[src/design/stbs_pkg.sv]
// ----------------------------------------------------------------------------
// stbs_pkg: shared types and constants for the sorted table search unit
// Table geometry, request codes and the beat formats of both channels.
// ----------------------------------------------------------------------------
package stbs_pkg;

    // Table geometry
    localparam int TABLE_DEPTH = 128;
    localparam int ADDR_W      = $clog2(TABLE_DEPTH);
    localparam int CNT_W       = $clog2(TABLE_DEPTH + 1);
    localparam int DATA_W      = 32;
    localparam int POS_W       = 7;

    // Request codes; the unused code answers with an all-zero result
    typedef enum logic [1:0] {
        REQ_CLEAR  = 2'd0,
        REQ_INSERT = 2'd1,
        REQ_SEARCH = 2'd2
    } req_t;

    // Input beat
    typedef struct packed {
        logic [1:0]               req_type;
        logic signed [DATA_W-1:0] value;
    } in_t;

    // Result beat
    typedef struct packed {
        logic             found;
        logic [POS_W-1:0] position;
        logic             status;
    } out_t;

endpackage

[src/design/stbs_ram.sv]
// ----------------------------------------------------------------------------
// stbs_ram: generic simple dual-port RAM
// One write port, one read port, read data registered.
// ----------------------------------------------------------------------------
module stbs_ram #(
    parameter int WIDTH = 32,
    parameter int DEPTH = 128,
    localparam int AW   = (DEPTH > 1) ? $clog2(DEPTH) : 1
) (
    input  logic             clk,
    input  logic             wr_en,
    input  logic [AW-1:0]    wr_addr,
    input  logic [WIDTH-1:0] wr_data,
    input  logic             rd_en,
    input  logic [AW-1:0]    rd_addr,
    output logic [WIDTH-1:0] rd_data
);

    logic [WIDTH-1:0] mem [DEPTH];
    logic [WIDTH-1:0] rd_data_reg;

    // Storage and registered read, no reset on the array
    always_ff @(posedge clk)
    begin
        if (wr_en)
        begin
            mem[wr_addr] <= wr_data;
        end
        if (rd_en)
        begin
            rd_data_reg <= mem[rd_addr];
        end
    end

    assign rd_data = rd_data_reg;

endmodule

[src/design/stbs_ctrl.sv]
// ----------------------------------------------------------------------------
// stbs_ctrl: request sequencer for the sorted table
// Runs clear, ordered insert (shift-up walk) and binary search against the
// table RAM, and presents one result per request.
// ----------------------------------------------------------------------------
module stbs_ctrl (
    input  logic                          clk,
    input  logic                          rst_n,
    // request side
    input  logic                          req_valid,
    output logic                          req_ready,
    input  stbs_pkg::in_t                 req,
    // result side
    output logic                          res_valid,
    input  logic                          res_ready,
    output stbs_pkg::out_t                res,
    // table RAM
    output logic                          wr_en,
    output logic [stbs_pkg::ADDR_W-1:0]   wr_addr,
    output logic [stbs_pkg::DATA_W-1:0]   wr_data,
    output logic                          rd_en,
    output logic [stbs_pkg::ADDR_W-1:0]   rd_addr,
    input  logic [stbs_pkg::DATA_W-1:0]   rd_data
);

    import stbs_pkg::*;

    typedef enum logic [2:0] {
        ST_IDLE,
        ST_INS_RUN,
        ST_INS_LAST,
        ST_SRCH_PROBE,
        ST_SRCH_CMP,
        ST_DONE
    } state_t;

    state_t                   state_reg, state_next;
    logic [CNT_W-1:0]         count_reg, count_next;
    logic signed [DATA_W-1:0] key_reg, key_next;
    logic [ADDR_W-1:0]        ptr_reg, ptr_next;
    logic [CNT_W-1:0]         lo_reg, lo_next;
    logic [CNT_W-1:0]         hi_reg, hi_next;
    logic [ADDR_W-1:0]        mid_reg, mid_next;
    out_t                     res_reg, res_next;

    logic signed [DATA_W-1:0] entry;
    logic [CNT_W:0]           mid_sum;

    assign entry   = $signed(rd_data);
    // floor((lo + hi_incl) / 2) with hi kept exclusive
    assign mid_sum = ({1'b0, lo_reg} + {1'b0, hi_reg} - (CNT_W + 1)'(1)) >> 1;

    assign req_ready = (state_reg == ST_IDLE);
    assign res_valid = (state_reg == ST_DONE);
    assign res       = res_reg;

    // Next-state and RAM control
    always_comb
    begin
        state_next = state_reg;
        count_next = count_reg;
        key_next   = key_reg;
        ptr_next   = ptr_reg;
        lo_next    = lo_reg;
        hi_next    = hi_reg;
        mid_next   = mid_reg;
        res_next   = res_reg;
        wr_en      = 1'b0;
        wr_addr    = ptr_reg + ADDR_W'(1);
        wr_data    = key_reg;
        rd_en      = 1'b0;
        rd_addr    = ptr_reg;

        unique case (state_reg)
            ST_IDLE:
            begin
                if (req_valid)
                begin
                    res_next   = '0;
                    key_next   = req.value;
                    state_next = ST_DONE;
                    unique case (req.req_type)
                        REQ_CLEAR:
                        begin
                            count_next = '0;
                        end
                        REQ_INSERT:
                        begin
                            priority if (count_reg == CNT_W'(TABLE_DEPTH))
                            begin
                                res_next.status = 1'b1;
                            end
                            else if (count_reg == '0)
                            begin
                                // empty table: value goes straight to entry 0
                                wr_en      = 1'b1;
                                wr_addr    = '0;
                                wr_data    = req.value;
                                count_next = count_reg + CNT_W'(1);
                            end
                            else
                            begin
                                // walk down from the top entry
                                rd_en      = 1'b1;
                                rd_addr    = ADDR_W'(count_reg - CNT_W'(1));
                                ptr_next   = ADDR_W'(count_reg - CNT_W'(1));
                                count_next = count_reg + CNT_W'(1);
                                state_next = ST_INS_RUN;
                            end
                        end
                        REQ_SEARCH:
                        begin
                            lo_next    = '0;
                            hi_next    = count_reg;
                            state_next = ST_SRCH_PROBE;
                        end
                        default:
                        begin
                            state_next = ST_DONE;
                        end
                    endcase
                end
            end

            // rd_data holds entry[ptr]; larger entries move up one slot
            ST_INS_RUN:
            begin
                wr_en = 1'b1;
                if (entry > key_reg)
                begin
                    wr_data = rd_data;
                    if (ptr_reg == '0)
                    begin
                        state_next = ST_INS_LAST;
                    end
                    else
                    begin
                        rd_en      = 1'b1;
                        rd_addr    = ptr_reg - ADDR_W'(1);
                        ptr_next   = ptr_reg - ADDR_W'(1);
                    end
                end
                else
                begin
                    // equal or smaller: new value lands just above it
                    state_next = ST_DONE;
                end
            end

            // every entry was larger: value goes to the bottom
            ST_INS_LAST:
            begin
                wr_en      = 1'b1;
                wr_addr    = '0;
                state_next = ST_DONE;
            end

            // issue the probe read, or finish on an empty range
            ST_SRCH_PROBE:
            begin
                if (lo_reg < hi_reg)
                begin
                    rd_en      = 1'b1;
                    rd_addr    = ADDR_W'(mid_sum);
                    mid_next   = ADDR_W'(mid_sum);
                    state_next = ST_SRCH_CMP;
                end
                else
                begin
                    state_next = ST_DONE;
                end
            end

            // compare the probed entry and halve the range
            ST_SRCH_CMP:
            begin
                priority if (entry == key_reg)
                begin
                    res_next.found    = 1'b1;
                    res_next.position = POS_W'(mid_reg);
                    state_next        = ST_DONE;
                end
                else if (entry < key_reg)
                begin
                    lo_next    = CNT_W'(mid_reg) + CNT_W'(1);
                    state_next = ST_SRCH_PROBE;
                end
                else
                begin
                    hi_next    = CNT_W'(mid_reg);
                    state_next = ST_SRCH_PROBE;
                end
            end

            ST_DONE:
            begin
                if (res_ready)
                begin
                    state_next = ST_IDLE;
                end
            end

            default:
            begin
                state_next = ST_IDLE;
            end
        endcase
    end

    // State and working registers
    always_ff @(posedge clk or negedge rst_n)
    begin
        if (!rst_n)
        begin
            state_reg <= ST_IDLE;
            count_reg <= '0;
        end
        else
        begin
            state_reg <= state_next;
            count_reg <= count_next;
        end
    end

    always_ff @(posedge clk)
    begin
        key_reg <= key_next;
        ptr_reg <= ptr_next;
        lo_reg  <= lo_next;
        hi_reg  <= hi_next;
        mid_reg <= mid_next;
        res_reg <= res_next;
    end

endmodule

[src/design/sorted_table_binary_search_unit.sv]
// ----------------------------------------------------------------------------
// sorted_table_binary_search_unit: sorted table with binary search
// Top level: request sequencer, table RAM and the result output register.
// ----------------------------------------------------------------------------
// The unit keeps up to TABLE_DEPTH (128) signed 32-bit values in ascending
// order in one RAM and answers one result beat per request beat. It works
// on one request at a time, paced by the single RAM read port and its
// registered read. An insert walks down from the top entry, moving one
// larger entry up per cycle. A search makes at most log2(count)+1 probes.
// A finished result sits in the output register, so the next request is
// taken while it waits to be read.
// ----------------------------------------------------------------------------
module sorted_table_binary_search_unit (
    input  logic           clk,
    input  logic           rst_n,
    input  logic           in_valid,
    output logic           in_ready,
    input  stbs_pkg::in_t  in_data,
    output logic           out_valid,
    input  logic           out_ready,
    output stbs_pkg::out_t out_data
);

    import stbs_pkg::*;

    logic              res_valid;
    logic              res_ready;
    out_t              res;
    logic              wr_en;
    logic [ADDR_W-1:0] wr_addr;
    logic [DATA_W-1:0] wr_data;
    logic              rd_en;
    logic [ADDR_W-1:0] rd_addr;
    logic [DATA_W-1:0] rd_data;

    logic              out_valid_reg;
    out_t              out_data_reg;

    stbs_ctrl u_ctrl (
        .clk       (clk),
        .rst_n     (rst_n),
        .req_valid (in_valid),
        .req_ready (in_ready),
        .req       (in_data),
        .res_valid (res_valid),
        .res_ready (res_ready),
        .res       (res),
        .wr_en     (wr_en),
        .wr_addr   (wr_addr),
        .wr_data   (wr_data),
        .rd_en     (rd_en),
        .rd_addr   (rd_addr),
        .rd_data   (rd_data)
    );

    stbs_ram #(
        .WIDTH (DATA_W),
        .DEPTH (TABLE_DEPTH)
    ) u_table (
        .clk     (clk),
        .wr_en   (wr_en),
        .wr_addr (wr_addr),
        .wr_data (wr_data),
        .rd_en   (rd_en),
        .rd_addr (rd_addr),
        .rd_data (rd_data)
    );

    // Output register: loads when empty or being drained this cycle
    assign res_ready = !out_valid_reg || out_ready;

    always_ff @(posedge clk or negedge rst_n)
    begin
        if (!rst_n)
        begin
            out_valid_reg <= 1'b0;
        end
        else if (res_ready)
        begin
            out_valid_reg <= res_valid;
        end
    end

    always_ff @(posedge clk)
    begin
        if (res_ready && res_valid)
        begin
            out_data_reg <= res;
        end
    end

    assign out_valid = out_valid_reg;
    assign out_data  = out_data_reg;

endmodule

[config.mk]
export PLATFORM = sky130hd
export DESIGN_NAME = sorted_table_binary_search_unit
export DESIGN_NICKNAME = d
export VERILOG_FILES = /design/src/design/stbs_pkg.sv /design/src/design/stbs_ram.sv /design/src/design/stbs_ctrl.sv /design/src/design/sorted_table_binary_search_unit.sv
export SDC_FILE = /design/constraint.sdc
export NUM_CORES = 2
export LEC_CHECK = 0
export BUFFER_PORTS_ARGS = -buffer_cell sky130_fd_sc_hd__buf_4
export CORE_ASPECT_RATIO = 0.75
export CORE_MARGIN = 2
export CORE_UTILIZATION = 30
export DETAILED_ROUTE_END_ITERATION = 7
export PLACE_DENSITY_LB_ADDON = 0.08
export SYNTH_ARGS = -nofsm -noshare
export SYNTH_HDL_FRONTEND = slang
export SYNTH_SLANG_ARGS = --single-unit
[constraint.sdc]
create_clock -name clk -period 11.3 [get_ports clk]
set_input_delay 2.26 -clock clk [delete_from_list [all_inputs] [get_ports clk]]
set_output_delay 2.26 -clock clk [all_outputs]
set_load 0.005 [all_outputs]
==> impl_metrics.ini <==
[timing]
min_period_over_period_pct = 73.6
fin_skew_ns = 0.0820
hold_violations = 0
fin_setup_tns_ns = 0
max_freq_mhz = 120
slew_headroom_pct = -14.0
setup_viol = 0
worst_pin_slew_ns = 1.70
drv_slew = 4
post-route-min-period_ns = 8.32
rsz0062_at_grt = no
worst_slack_ns = 2.98

[worst_setup_path]
r2r_start = u_table.rd_data[7]$_DFFE_PP_
rrSetupSlack_ns = 2.98
crit_start = u_table.rd_data[7]$_DFFE_PP_
endpoint = u_table.rd_data[4]$_DFFE_PP_
r2r_cells = 17
rr_endpoint = u_table.rd_data[4]$_DFFE_PP_
start_kind = flop
arrival_ns = 9.07
required_ns = 12.05
worstPathMaxFanout = 53
crit_path_end_kind = flop
critPathKind = reg -> reg

[floorplanning]
core_area_um2 = 559000
pin_count = 49
die_y_um = 652
num_rows = 238
dieArea_um2 = 566000
fp.dieW_um = 868
start_util_pct = 30.1

[run_status]
status = finished with violations
violations = design-rule violations, max-capacitance violations, max-slew violations

[yosys]
avgSynthCellArea_um2 = 14.9
synth_common_cells = edfxtp_1 (4,208), nand2_1 (2,493), nand3_1 (1,221)
synth_most_common_cell = edfxtp_1
synth_area_leaders = edfxtp_1 (75%), nand2_1 (5.6%), mux4_2 (4.5%)
synth_cell_types = 77
synth_seq_cells = 4220
syn_nets = 11400
yosysWarnings = 0
synth_cells = 11300
async_flop_share_pct = 0.284
ys_seq_area_share_pct = 75.4
yosysTopAreaCell = edfxtp_1
synth_edf_count = 4208
synth_area_um2 = 168000
synthFlopType = edfxtp_1
synth_top_area_share_pct = 75.2

[layout]
drive_gt1_share_pct = 14.2
n_fill_cell = 53400
largest_reg_flops = 4096
fin_util_pct = 34.6
area_growth_pct = 15.3
fin_nets = 11500

[run]
maxCapViolations = 2

[routing]
vias = 102000
viasPerCell = 5.30
drtAntennaViolNets = 0
dr.first_iter.drc_count = 12700
drc = 1
post_drt_wl_per_cell_um = 32.0
first_pass_iters = 8
wl_um = 616000

[global_routing]
grt.total_usage_pct = 21.1
grt_first_pass_wirelength_um = 838000
antenna_found_initial = 67
grt_max_degree = 170
overflow = 0
grt_pass1_vias = 97900

[cts]
clk_path_buf_depth = 4
cts_tree = yes
clk_latency_ns = 1.06
clkTransAtPathRegs_ns = 0.06
postCtsHoldBufs = 0
numCtsBuffers = 445
root_buffer = clkbuf_16
ctsResizeCount = 0
htree_levels = 5
postCtsSetupBuffers = 0
cts.sinks = 4220

[placement]
io_buffers = 48
place_ws_ns = 1.88
gp_congestion = 0.820
post-dp-hpwl_um = 343000

[hold_path]
hold_path_class = reg -> reg
## critical path: stages (launching register included)
cell,delay [ns]
edfxtp_1,0.59
ha_1,0.42
a41o_1,0.19
a21oi_1,0.45
nor3_1,0.17
o41a_2,0.46
nor3_4,0.25
nor3_4,0.10
buf_4,0.33
a21oi_4,0.68
buf_4,0.78
buf_4,0.76
mux4_2,0.59
a22oi_1,0.22
nand2_1,0.37
o31ai_1,1.00
buf_4,0.31
nand4_1,0.10
## worst min path at each step
stage	startpoint	end	slack, ns	cells after the start
6_report	u_ctrl.res[8]$_SDFFCE_PN1P_	out_data[8]$_DFFE_PP_	0.42	0
5_1_grt	u_ctrl.res[6]$_DFFE_PP_	out_data[6]$_DFFE_PP_	0.43	0
3_3_place_gp	u_ctrl.res[6]$_DFFE_PP_	out_data[6]$_DFFE_PP_	0.41	0
4_1_cts	u_ctrl.res[8]$_SDFFCE_PN1P_	out_data[8]$_DFFE_PP_	0.43	0
2_1_floorplan	u_ctrl.res[0]$_SDFFCE_PN0P_	out_data[0]$_DFFE_PP_	0.40	0
3_5_place_dp	u_ctrl.res[3]$_DFFE_PP_	out_data[3]$_DFFE_PP_	0.41	0
## cells in the final DEF, fill, tap and decap left out, types with 14 or more instances in the layout
| cell type | netlist | routed |
|---|---|---|
| ha_1 | 57 | 57 |
| nand3_1 | 1221 | 1218 |
| xnor2_1 | 14 | 14 |
| nand4_1 | 45 | 45 |
| o31ai_1 | 34 | 28 |
| clkbuf_1 | 370 | 82 |
| a21oi_1 | 196 | 193 |
| nor4_2 | 1 | 28 |
| inv_6 | 0 | 38 |
| mux4_2 | 337 | 337 |
| o22ai_1 | 36 | 36 |
| a311oi_1 | 227 | 226 |
| nor3_2 | 2 | 25 |
| mux4_1 | 14 | 14 |
| clkbuf_16 | 0 | 450 |
| o21ai_0 | 57 | 57 |
| nand2_1 | 2493 | 2486 |
| nor2_1 | 186 | 57 |
| edfxtp_1 | 4208 | 4208 |
| o2bb2ai_1 | 32 | 32 |
| a31oi_1 | 168 | 168 |
| a211oi_1 | 422 | 421 |
| a22oi_1 | 128 | 128 |
| o211ai_1 | 35 | 35 |
| buf_12 | 0 | 36 |
| clkinv_2 | 0 | 87 |
| nor2b_1 | 38 | 37 |
| bufinv_16 | 0 | 36 |
| diode_2 | 0 | 27 |
| clkinv_1 | 1 | 125 |
| nor2_4 | 0 | 128 |
| inv_1 | 303 | 270 |
| nor3_1 | 60 | 37 |
| a222oi_1 | 32 | 32 |
| buf_4 | 18 | 413 |
## per-layer routing
metal  track usage [%]  part of all wire [%]  vias up
met1              32.5                    47    54200
li1                  -                     -    43500
met2              31.0                    43     3751
met3              3.30                   7.1      678
met4              5.27                   2.6       14
met5                 0                 0.017        -
## stage by stage
step           area (µm²)  cells  hold WS (ns)
4_1_cts            194000  19200         0.428
3_5_place_dp       180000  18400         0.415
3_3_place_gp       179000  18400         0.413
6_report           194000  19300         0.423
5_1_grt            194000  19200         0.432
2_1_floorplan      168000  11300         0.400
## cells by family (layout without fill, tap and decap cells)
logic type	after synthesis	after routing	synth area share, %
compound gates	1422	1422	6.11
buf+inv	1069	1585	2.71
other cells	0	27	0
flops	4220	4220	75.4
xor+xnor	25	25	0.130
mux	354	354	4.75
simple gates	4140	4140	10.5
fa+ha+maj	58	58	0.436
## cell type report
class	count	area (µm²)	area share (%)
clock inverters	283	2440	1.26
repair buffers	464	4010	2.07
flip-flops and latches	4220	127000	65.4
diodes	27	67.6	0.0349
multi-input cells	5999	38400	19.8
well taps	7440	9310	4.80
inverters	306	1300	0.672
clock buffers	532	11600	5.97
Power is left out: the tool's default activity adds up to more than one toggle a clock period on the data nets, which glitch-free logic cannot reach.
